File: config.mk
export PLATFORM = sky130hd
export DESIGN_NAME = skn_ram
export DESIGN_NICKNAME = d
export VERILOG_FILES = /design/src/design/assert_macros.svh /design/src/design/skn_ram.sv
export SDC_FILE = /design/constraint.sdc
export NUM_CORES = 1
export LEC_CHECK = 0
export ABC_AREA = 0
export BUFFER_PORTS_ARGS = -buffer_cell sky130_fd_sc_hd__buf_2
export CAP_MARGIN = 20
export CORE_MARGIN = 2
export CORE_UTILIZATION = 60
export DETAILED_ROUTE_END_ITERATION = 10
export HOLD_SLACK_MARGIN = 0.15
export MAX_ROUTING_LAYER = met4
export PLACE_DENSITY_LB_ADDON = 0.15
export SYNTH_ARGS = -nofsm -noshare
export SYNTH_HDL_FRONTEND = slang
export SYNTH_SLANG_ARGS = --single-unit
export TNS_END_PERCENT = 1
File: constraint.sdc
create_clock -name clk -period 2.47 [get_ports clk]
set_input_delay 0.494 -clock clk [delete_from_list [all_inputs] [get_ports clk]]
set_output_delay 0.494 -clock clk [all_outputs]
set_load 0.05 [all_outputs]
File: src/design/assert_macros.svh
// assertion macros used by sorted_key_node_table
`ifndef ASSERT_MACROS_SVH
`define ASSERT_MACROS_SVH
`ifndef SYNTH
`define ASSERT_IMP(label, clk, rst, ante, cons) \
  label: assert property (@(posedge clk) disable iff (rst) (ante) |-> (cons)) \
    else $error("assertion failed");
`define ASSERT_NXT(label, clk, rst, ante, cons) \
  label: assert property (@(posedge clk) disable iff (rst) (ante) |=> (cons)) \
    else $error("assertion failed");
`else
`define ASSERT_IMP(label, clk, rst, ante, cons)
`define ASSERT_NXT(label, clk, rst, ante, cons)
`endif
`endif

File: src/design/skn_ram.sv
// generic single write port ram with registered read
module skn_ram #(
  parameter int WIDTH = 8,
  parameter int DEPTH = 16
) (
  input  logic                     clk,
  input  logic                     we,
  input  logic [$clog2(DEPTH)-1:0] waddr,
  input  logic [WIDTH-1:0]         wdata,
  input  logic [$clog2(DEPTH)-1:0] raddr,
  output logic [WIDTH-1:0]         rdata
);
  logic [WIDTH-1:0] mem [DEPTH];

  always_ff @(posedge clk) begin
    if (we) mem[waddr] <= wdata;
    rdata <= mem[raddr];
  end
endmodule

---- Yosys cells after proc, flatten, opt, wreduce, memory -nomap -nowiden ----
Memory sizes are Yosys's and may differ from the RTL's. A register that Yosys moved wholly into a read port is not among the register bits.
Cells that the tools add are included.
storage, ports and cells
  memories kept ........................... 1
  RAM bits ................................ 128
  word-level logic and storage cells ...... 3
  register bits ........................... 0
  bits of input ports ..................... 18
operators by class
  mux-type cells .......................... 2
memories
  name  depth  width  rd ports  clocked after Yosys merged registers in  wr ports  line           text
  mem   16     8      1         1                                        1         skn_ram.sv:13  logic [WIDTH-1:0] mem [DEPTH];
operators by type and width
  cell               count
  two-way mux 1 bit  2

---- Depth between registers and ports, before layout ----
Gate-level depths: netlist of run 1.
  word-level depth ........................ 2
  depth in mapped cells ................... 5
  mapped depth without buffers ............ 3

---- Worst setup path after synthesis of run 1 ----
No wires, ideal clock.
  path type ............................... input port to flip-flop
  start ................................... input port waddr[2]
  end ..................................... memory mem[0][0], enable pin
  setup time .............................. 383 ps
  buffers on the path ..................... 0
  slack ................................... 483 ps
  arrival ................................. 1604 ps
  stages on the path ...................... 2
  required time ........................... 2087 ps
  cell sequence ........................... or3b_2 -> nor3_1
RTL lines
  element      line           text
  from (decl)  skn_ram.sv:8   input logic [$clog2(DEPTH)-1:0] waddr,
  to (decl)    skn_ram.sv:13
Straight into the memory's write port.

---- Worst setup path in the final report of run 1 ----
  start ................................... register rdata[2] (read register of mem)
  end ..................................... output port rdata[2]
RTL lines
  element      line           text
  from (decl)  skn_ram.sv:11  output logic [WIDTH-1:0] rdata
No word-level cell between the ends.

==> out/metrics.yaml, run 1 <==
detailed_routing:
  wl_per_cell_um: 23.9
  dr.first_iter.drc_count: 248
  dr_total_vias: 2450
  firstDrtPassIters: 4
  drcViolationCount: 0
  routed_wl_um: 9600
  antenna_left: 0
  viasPerCell: 6.11
setup_path:
  r2r_slack_ns: 1.11
  cpPeakStageDelay_ns: 0.35
  reg2reg_depth: 3
  rr_endpoint: "rdata[0]"
  cp_top_family: "flip-flops"
  worst-path-stages: 1
  critical_path_class: "flip-flop to output pin"
  cp_data_required_time_ns: 1.98
  critPathLaunchType: "flip-flop"
  arrival_ns: 1.12
  slowest_stage: "dfxtp_1"
  crit_buf_inv: 1
  path_cells: "buf_2"
  cp-end-kind: "output pin"
  cp_max_fo: 1
  timing.rr.start: "mem[2][0]"
place:
  hpwl_um: 5920
  gp_congestion: 0.847
  numPortBuffers: 25
  place_area_um2: 5490
  placed_cells: 369
floorplanning:
  die_w_um: 96.6
  die_area_um2: 9340
  core_um2: 8260
  start_util: 0.623
  ios: 26
  rows: 33
  dieHeight_um: 96.6
status:
  status: "finished clean"
synthesis:
  synth_most_common_cell: "edfxtp_1"
  synthFlopType: "edfxtp_1"
  synthesis.area_um2: 5150
  avgSynthCellArea_um2: 22.5
  async_flop_share: 0
  seq_area_frac_synth: 0.778
  synth_warnings: 0
  synth_seq_cells: 136
  syn_nets: 247
  synth_top_area_frac: 0.747
  synth_cell_types: 19
  syn_inst: 229
  synth_edf_count: 128
  synth_area_leaders: "edfxtp_1 (75%), mux4_2 (7.9%), mux4_1 (7.1%)"
  synth_top_area_cell: "edfxtp_1"
  synth.top_cells.by_count: "edfxtp_1 (128), mux4_2 (18), a22oi_1 (16), mux4_1 (14), nor2_1 (13)"
cts:
  postCtsHoldBufs: 0
  cts-resized-gates: 0
  clk_latency_ns: 0.51
  postCtsSetupBuffers: 0
  htree_levels: 4
  cts_tree: "done"
  cts_buffer_depth: 2
  clkTransAtPathRegs_ns: 0.06
  cts_root_buf: "clkbuf_8"
  numCtsBuffers: 17
  clock_sinks: 136
sta:
  fin_skew_ns: 0.00745
  relSlewSlack: 0.494
  drv_slew: 0
  post-route-period-util: 0.654
  hold_viol_final: 0
  worstMarginPinSlew_ns: 0.756
  fmax_ghz: 0.619
  grt_setup_unrepaired: "false"
  final.min_clock_period_ns: 1.62
  finalSetupViolCount: 0
  tns_ns: 0
worst_hold_path:
  min_path_type: "primary input to flip-flop"
  min_to: "mem[12][2]"
  hold_depth: 1
  min_from: "wdata[2]"
cells_and_area:
  nNetsFinal: 301
  design_area_um2: 6130
  layoutNonFillerInstCount: 401
  n_antenna_cell: 0
  drive_above_1_share: 0.318
  area_growth_pct: 19.1
power:
  switching_share: 0.196
  switchingPower_mw: 1.08
  ir_drop_mv: 0.523
  internal_power_mw: 4.45
  pwr_density_cell_nw_per_um2: 903
  power.leakage_nw: 2.11
  p_comb_frac: 0.053
  pwr-share-clk: 0.478
  sequentialPowerShare: 0.469
job:
  drv_cap: 0
global_routing:
  grt_pass1_vias: 2490
  antenna_found_initial: 0
  grt_first_pass_wirelength_um: 14800
  grt_usage: 0.231
  grt_max_degree: 33
  overflow: 0
==> kinds of logic (layout without fill, tap and decap cells) <==
logic type	after synthesis	in the layout	share of synthesized area
AND/OR/NAND/NOR	35	35	0.0318
multiplexers	32	32	0.150
AO/OA/AOI/OAI	16	16	0.0233
buffers and inverters	10	77	0.0168
flip-flops	136	136	0.778
==> power groups by stage <==
stage	sequential (mW)	clock, mW	combinational [mW]
finish	2.60	2.65	0.291
global route	2.60	2.79	0.312
CTS	2.60	2.67	0.294
detailed placement	2.64	0	0.292
global placement	2.64	0	0.287
floorplan	2.69	0	0.131
==> through the flow <==
| step | hold WS (ns) | power [mW] | worst slack [ns] | utilization |
|---|---|---|---|---|
| finish | 0.371 | 5.53 | 0.854 | 0.742 |
| global route | 0.352 | 5.70 | 0.811 | 0.742 |
| CTS | 0.349 | 5.56 | 0.840 | 0.742 |
| detailed placement | 0.657 | 2.93 | 0.511 | 0.665 |
| global placement | 0.650 | 2.93 | 0.483 | 0.665 |
| floorplan | 0.593 | 2.82 | 0.483 | - |
==> flip-flops by register name, summed over array words and instances (netlist names) <==
signal,count
rdata,8
mem,128
==> layer usage <==
| metal | global-route usage | share of wire | vias up |
|---|---|---|---|
| li1 | - | - | 1084 |
| met1 | 0.330 | 0.43 | 1259 |
| met2 | 0.333 | 0.49 | 100 |
| met3 | 0.0571 | 0.073 | 7 |
| met4 | 0.0823 | 0.0091 | 0 |
| met5 | - | 0 | - |
==> placed cells by master (no fill, tap or decap) <==
cell and instances:
buf_2 25, nand3_1 1, clkinv_2 2, nor2_1 13
nand2b_1 2, mux4_1 14, buf_4 18, nand3b_1 2
edfxtp_1 128, clkbuf_8 2, nand2_1 9, clkbuf_1 2
a22oi_1 16, nor3_1 4, clkinv_4 2, clkinvlp_4 3
dfxtp_1 8, and2_1 1, or3b_2 1, bufinv_16 5
buf_12 2, nor2b_1 1, and2b_1 1, clkbuf_16 16
mux4_2 18
==> worst reg2reg max path: stages, from the launching register on <==
cell      delay (ns)
edfxtp_1        0.39
mux4_1          0.51
a22oi_1         0.26
nand2_1         0.09
==> final cells by class <==
| class | instances | area [µm²] |
|---|---|---|
| clock buffer | 20 | 435 |
| clock inverter | 12 | 200 |
| fill | 466 | 2130 |
| multi-input combinational | 83 | 1060 |
| sequential | 136 | 4000 |
| tap | 105 | 131 |
| timing repair buffer | 45 | 300 |
==> how the worst max path moves through the flow <==
stage / endpoint / startpoint
5_1_grt: rdata[3] / rdata[3]
2_1_floorplan: mem[0][0] / waddr[2]
3_5_place_dp: rdata[2] / raddr[0]
6_report: rdata[2] / rdata[2]
4_1_cts: rdata[2] / rdata[2]
3_3_place_gp: rdata[3] / raddr[0]
Power figures use the tool's default switching activity.
==> run 2, diff against run 1 <==
==> constraint.sdc (replaced) <==
create_clock -name clk -period 1.51 [get_ports clk]
set_input_delay 0.302 -clock clk [delete_from_list [all_inputs] [get_ports clk]]
set_output_delay 0.302 -clock clk [all_outputs]
set_load 0.05 [all_outputs]
==> run 2 against run 1 <==
Net effect:
- utilization rose by 1.6 points
- via count rose by 4.9%
- critical endpoint is now rdata[2]
- critical path depth rose by 2
==> out/metrics.yaml, run 2 (synthesis gave the netlist of run 1 again) <==
cts:
  htree_levels: 4  # unchanged
  cts-resized-gates: 1  # was 0
  postCtsSetupBuffers: 0  # unchanged
  cts_tree: "done"  # unchanged
  clkTransAtPathRegs_ns: 0.06  # about the same
  numCtsBuffers: 17  # unchanged
  cts_root_buf: "clkbuf_8"  # unchanged
  clock_sinks: 136  # unchanged
  postCtsHoldBufs: 0  # unchanged
  clk_latency_ns: 0.51  # about the same
  cts_buffer_depth: 2  # unchanged
sta:
  finalSetupViolCount: 0  # unchanged
  hold-worst-slack_ns: 0.170  # was 0.371 ns
  final.min_clock_period_ns: 1.47
  fmax_ghz: 0.679
  relSlewSlack: 0.519  # was 0.494
  drv_slew: 0  # unchanged
  grt_setup_unrepaired: "false"  # unchanged
  hold_viol_final: 0  # unchanged
  tns_ns: 0  # unchanged
  post-route-period-util: 0.975
  worstMarginPinSlew_ns: 0.719  # was 0.756 ns
  fin_skew_ns: 0.0105  # was 0.00745 ns
cells_and_area:
  nNetsFinal: 309  # was 301
  nFillCells: 461  # was 466
  final_cell_mix: "edfxtp_1 (128), buf_2 (24), buf_4 (22)"  # was edfxtp_1 (128), buf_2 (25), mux4_2 (18), buf_4 (18)
  mostFrequentLayoutCell: "edfxtp_1"  # unchanged
  area_growth_pct: 21.6  # was 19.1%
  top_register: "mem"  # unchanged
  layoutNonFillerInstCount: 408  # was 401
  multi_input_comb_area_um2: 1060  # about the same
  regArea_um2: 4000  # unchanged
  largest_reg_flops: 128  # unchanged
  top_regs: "mem: 128 flops, rdata: 8 flops"  # unchanged
  drive_above_1_share: 0.340  # was 0.318
  design_area_um2: 6260  # was 6130 µm²
  n_antenna_cell: 0  # unchanged
place:
  placed_cells: 377  # was 369
  place_area_um2: 5620  # was 5490 µm²
  gp_congestion: 0.773  # was 0.847
  numPortBuffers: 25  # unchanged
  hpwl_um: 6090  # was 5920 µm
floorplanning:
  dieHeight_um: 96.6  # unchanged
  rows: 33  # unchanged
  ios: 26  # unchanged
  core_um2: 8260  # unchanged
  die_area_um2: 9340  # unchanged
  die_w_um: 96.6  # unchanged
  start_util: 0.623  # unchanged
global_routing:
  overflow: 0  # unchanged
  grt_max_degree: 17  # was 33
  grt_usage: 0.246  # was 0.231
  grt_pass1_vias: 2674  # was 2490
  antenna_found_initial: 0  # unchanged
  grt_first_pass_wirelength_um: 15800  # was 14800 µm
worst_hold_path:
  min_to: "mem[15][5]"  # was mem[12][2]
  hold_depth: 1  # unchanged
  min_from: "wdata[5]"  # was wdata[2]
  min_path_type: "primary input to flip-flop"  # unchanged
detailed_routing:
  drcViolationCount: 0  # unchanged
  viasPerCell: 6.30  # was 6.11
  wl_per_cell_um: 25.1  # was 23.9 µm
  dr.first_iter.drc_count: 181  # was 248
  dr_total_vias: 2570  # was 2450
  routed_wl_um: 10200  # was 9600 µm
  firstDrtPassIters: 4  # unchanged
  antenna_left: 0  # unchanged
setup_path:
  r2r_slack_ns: 0.04  # was 1.11 ns
  rr_endpoint: "rdata[2]"  # was rdata[0]
  arrival_ns: 1.87  # was 1.12 ns
  cp_data_required_time_ns: 1.91  # was 1.98 ns
  critPathLaunchType: "flip-flop"  # unchanged
  cp_max_fo: 1  # unchanged
  path_cells: "mux4_1 > a22oi_1 > nand2_1"  # was buf_2
  reg2reg_depth: 3  # unchanged
  slowest_stage: "mux4_1"  # was dfxtp_1
  critical_path_class: "flip-flop to flip-flop"  # was flip-flop to output pin
  cpPeakStageDelay_ns: 0.52  # was 0.35 ns
  cp-end-kind: "flip-flop"  # was output pin
  timing.rr.start: "mem[2][2]"  # was mem[2][0]
status:
  status: "finished clean"  # unchanged
power:
  power.leakage_nw: 2.17  # was 2.11 nW
  ir_drop_mv: 0.943  # was 0.523 mV
  pwr_density_cell_nw_per_um2: 1460  # was 903 nW/µm²
job:
  drv_cap: 0  # unchanged
run 2: cell count changes in the layout (fill, tap and decap cells not counted):
cell and delta:
clkbuf_8 -1, inv_6 +3, clkinv_2 -2, clkinvlp_4 -1, buf_2 -1, nor3_1 -1
clkinv_4 +1, clkinv_1 +1, clkbuf_1 -2, buf_12 +5, nor3_2 +1, buf_4 +4
run 2: power breakdown:
part / switching [mW] / internal, mW
logic: 0.313 / 0.204
registers: 0.0301 / 4.22
clock network: 1.54 / 2.85
total: 1.88 / 7.28
run 2: worst max-delay path by stage:
stage | cells past startpoint | slack (ns) | endpoint | start
after floorplan | 2 | -0.06 | mem[3][0] | waddr[2]
after global placement | 6 | -0.27 | rdata[2] | raddr[0]
after detailed placement | 6 | -0.30 | rdata[0] | raddr[0]
after CTS | 3 | 0.04 | rdata[2] | mem[2][2]
after global routing | 1 | 0.01 | rdata[5] | rdata[5]
final | 3 | 0.04 | rdata[2] | mem[2][2]
run 2: layout make-up:
| cell class | count | area share |
|---|---|---|
| multi-input cells | 83 | 0.170 |
| clock inverters | 14 | 0.0354 |
| repair buffers | 53 | 0.0680 |
| clock buffers | 17 | 0.0662 |
| well taps | 105 | 0.0210 |
| flip-flops and latches | 136 | 0.640 |
run 2: through the flow:
stage	utilization	setup slack [ns]	total power, mW
final	0.758	0.0381	9.16
after CTS	0.758	0.0389	9.22
after global placement	0.681	-0.271	4.83
after detailed placement	0.681	-0.296	4.84
after global routing	0.758	0.0117	9.42
after floorplan	-	-0.0581	4.62
run 2: critical path: cells and delay by family, from the launching register on:
family	cells	cell delay, ns
AO/OA/AOI/OAI	1	0.38
flip-flops	1	0.37
multiplexers	1	0.52
AND/OR/NAND/NOR	1	0.09
run 2: per-layer routing:
metal / track usage / part of all wire / vias to the layer above
li1: - / - / 1101
met4: 0.105 / 0.026 / 0
met5: - / 0 / -
met1: 0.333 / 0.41 / 1335
met2: 0.351 / 0.49 / 116
met3: 0.0773 / 0.071 / 18
==> run 3, diff against run 2 <==
--- a/config.mk
+++ b/config.mk
@@ -5,15 +5,18 @@
 export SDC_FILE = /design/constraint.sdc
 export NUM_CORES = 1
 export LEC_CHECK = 0
-export ABC_AREA = 0
+export ABC_AREA = 1
 export BUFFER_PORTS_ARGS = -buffer_cell sky130_fd_sc_hd__buf_2
 export CAP_MARGIN = 20
+export CELL_PAD_IN_SITES_DETAIL_PLACEMENT = 0
+export CELL_PAD_IN_SITES_GLOBAL_PLACEMENT = 1
 export CORE_MARGIN = 2
-export CORE_UTILIZATION = 60
+export CORE_UTILIZATION = 49
 export DETAILED_ROUTE_END_ITERATION = 10
 export HOLD_SLACK_MARGIN = 0.15
 export MAX_ROUTING_LAYER = met4
 export PLACE_DENSITY_LB_ADDON = 0.15
+export SETUP_SLACK_MARGIN = 0.02
 export SYNTH_ARGS = -nofsm -noshare
 export SYNTH_HDL_FRONTEND = slang
 export SYNTH_SLANG_ARGS = --single-unit
==> run 3 against run 2 <==
Net effect:
- routed wire length up 28%
- synthesized area grew 12%
- clock skew is 0.0039 ns lower
- final area is 8.7% higher
- sequential share of layout area fell by 5.1 points
- register-to-register slack better by 0.46 ns
- critical path type is now flip-flop to output pin
- largest cell class unchanged
- largest power group unchanged
==> out/metrics.yaml, run 3 <==
status:
  status: "finished clean"  # unchanged
cells_and_area:
  final_cell_mix: "nand2_1 (173), edfxtp_1 (128), inv_1 (100)"  # was edfxtp_1 (128), buf_2 (24), buf_4 (22)
  drive_above_1_share: 0.135  # was 0.340
  layoutNonFillerInstCount: 752  # was 408
  mostFrequentLayoutCell: "nand2_1"  # was edfxtp_1
  top_regs: "mem: 128 flops, rdata: 8 flops"  # unchanged
  multi_input_comb_area_um2: 1210  # was 1060 µm²
  nFillCells: 965  # was 461
  top_register: "mem"  # unchanged
  regArea_um2: 4000  # unchanged
  largest_reg_flops: 128  # unchanged
  n_antenna_cell: 0  # unchanged
  design_area_um2: 6800  # was 6260 µm²
  nNetsFinal: 614  # was 309
  area_growth_pct: 17.9  # was 21.6%
synthesis:
  seq_area_frac_synth: 0.694  # was 0.778
  synth_top_area_frac: 0.667  # was 0.747
  synth_seq_cells: 136  # unchanged
  synth_most_common_cell: "nand2_1"  # was edfxtp_1
  synth_cell_types: 12  # was 19
  avgSynthCellArea_um2: 10.5  # was 22.5 µm²
  synth_edf_count: 128  # unchanged
  synth_area_leaders: "edfxtp_1 (67%), nand2_1 (11%), nand3_1 (8.4%)"  # was edfxtp_1 (75%), mux4_2 (7.9%), mux4_1 (7.1%)
  synth.top_cells.by_count: "nand2_1 (173), edfxtp_1 (128), inv_1 (100), nand3_1 (97), nor2_1 (17)"  # was edfxtp_1 (128), mux4_2 (18), a22oi_1 (16), mux4_1 (14), nor2_1 (13)
  synth_warnings: 0  # unchanged
  synthFlopType: "edfxtp_1"  # unchanged
  syn_inst: 551  # was 229
  synthesis.area_um2: 5770  # was 5150 µm²
  synth_top_area_cell: "edfxtp_1"  # unchanged
  syn_nets: 569  # was 247
  async_flop_share: 0  # unchanged
sta:
  relSlewSlack: 0.739  # was 0.519
  final.min_clock_period_ns: 1.36  # was 1.47 ns
  finalSetupViolCount: 0  # unchanged
  hold_viol_final: 0  # unchanged
  fmax_ghz: 0.735  # was 0.679 GHz
  drv_slew: 0  # unchanged
  worstMarginPinSlew_ns: 0.392  # was 0.719 ns
  grt_setup_unrepaired: "false"  # unchanged
  fin_skew_ns: 0.00656  # was 0.0105 ns
  setup_ws_ns: 0.150  # was 0.0381 ns
  tns_ns: 0  # unchanged
  post-route-period-util: 0.901  # was 0.975
floorplanning:
  start_util: 0.503  # was 0.623
  die_w_um: 112  # was 96.6 µm
  rows: 39  # was 33
  die_area_um2: 12700  # was 9340 µm²
  dieHeight_um: 112  # was 96.6 µm
  core_um2: 11500  # was 8260 µm²
  ios: 26  # unchanged
detailed_routing:
  antenna_left: 0  # unchanged
  highest-signal-layer: "met4"  # unchanged
  wl_per_cell_um: 17.4  # was 25.1 µm
  viasPerCell: 4.97  # was 6.30
  dr_wl_met2_um: 6030  # was 5040 µm
  m1WireLength_um: 6270  # was 4210 µm
  dr.first_iter.drc_count: 239  # was 181
  routed_wl_um: 13100  # was 10200 µm
  dr_wl_met3_um: 653  # was 728 µm
  drcViolationCount: 0  # unchanged
  firstDrtPassIters: 8  # was 4
  dr_total_vias: 3740  # was 2570
place:
  hpwl_um: 7800  # was 6090 µm
  gp_congestion: 0.793  # was 0.773
  place_ws_ns: 0.0977  # was -0.296 ns
  place_area_um2: 6150  # was 5620 µm²
  placed_cells: 720  # was 377
  numPortBuffers: 25  # unchanged
setup_path:
  cp_max_fo: 1  # unchanged
  cp-end-kind: "output pin"  # was flip-flop
  slowest_stage: "dfxtp_1"  # was mux4_1
  cp_data_required_time_ns: 1.21  # was 1.91 ns
  arrival_ns: 1.06  # was 1.87 ns
  cpPeakStageDelay_ns: 0.38  # was 0.52 ns
  path_cells: "buf_2"  # was mux4_1 > a22oi_1 > nand2_1
  crit_buf_inv: 1  # was 0
  cp_top_family: "flip-flops"  # was multiplexers
  critical_path_class: "flip-flop to output pin"  # was flip-flop to flip-flop
  critPathLaunchType: "flip-flop"  # unchanged
cts:
  htree_levels: 4  # unchanged
  postCtsHoldBufs: 0  # unchanged
  clock_sinks: 136  # unchanged
  cts_tree: "done"  # unchanged
  cts_buffer_depth: 2  # unchanged
  numCtsBuffers: 17  # unchanged
  clk_latency_ns: 0.40  # was 0.51 ns
  postCtsSetupBuffers: 0  # unchanged
  cts_root_buf: "clkbuf_16"  # was clkbuf_8
  clkTransAtPathRegs_ns: 0.06  # about the same
  cts-resized-gates: 0  # was 1
worst_hold_path:
  min_path_type: "primary input to flip-flop"  # unchanged
global_routing:
  grt_max_degree: 65  # was 17
  overflow: 0  # unchanged
  antenna_found_initial: 0  # unchanged
  grt_first_pass_wirelength_um: 20500  # was 15800 µm
  grt_usage: 0.228  # was 0.246
  grt_pass1_vias: 3560  # was 2674
power:
  pwr-share-clk: 0.477  # was 0.479
  sequentialPowerShare: 0.456  # was 0.464
  internal_power_mw: 7.36  # was 7.28 mW
  switching_share: 0.210  # was 0.205
  pwr_density_cell_nw_per_um2: 1370  # was 1460 nW/µm²
  p_comb_frac: 0.067  # was 0.056
  switchingPower_mw: 1.96  # was 1.88 mW
  power.leakage_nw: 2.97  # was 2.17 nW
  p_total_mw: 9.32  # was 9.16 mW
  ir_drop_mv: 0.932  # was 0.943 mV
job:
  drv_cap: 0  # unchanged
[run 3: power by group through the flow]
| stage | Combinational (mW) | Sequential, mW | Clock, mW |
|---|---|---|---|
| final | 0.624 | 4.25 | 4.45 |
| after global routing | 0.690 | 4.26 | 4.68 |
| after CTS | 0.631 | 4.25 | 4.49 |
| after detailed placement | 0.625 | 4.33 | 0 |
| after global placement | 0.620 | 4.33 | 0 |
| after floorplan | 0.298 | 4.41 | 0 |
[run 3: layout make-up]
cell class                 instances  area share
clock buffer                      20      0.0657
clock inverter                    12      0.0293
inverter                         102      0.0563
multi-input combinational        289       0.178
sequential                       136       0.589
tap                              143      0.0263
timing repair buffer              50      0.0552
[run 3: logic make-up (layout without fill, tap and decap cells)]
group                  Yosys count  after routing  share of synthesized area
buffers and inverters          126            184                     0.0952
DFF                            136            136                      0.694
and+or+nand+nor                289            289                      0.210
[run 3: stage by stage]
step                hold slack [ns]   util
floorplan                     0.401      -
global placement              0.649  0.537
detailed placement            0.648  0.537
CTS                           0.318  0.593
global route                  0.323  0.593
finish                        0.330  0.593
[run 3: path summary, 6_finish.rpt]
path             start    endpoint  slack [ns]  depth (start not counted)
max           rdata[2]    rdata[2]        0.15                          1
max reg2reg  mem[5][0]    rdata[0]        0.50                          6
min           wdata[0]  mem[14][0]        0.33                          1
min reg2reg  mem[2][4]    rdata[4]        0.66                          6
[run 3: routing by layer]
metal,vias up,global-route usage
met5,-,-
met4,0,0.0593
met3,10,0.0518
met2,102,0.338
met1,1766,0.324
li1,1862,-
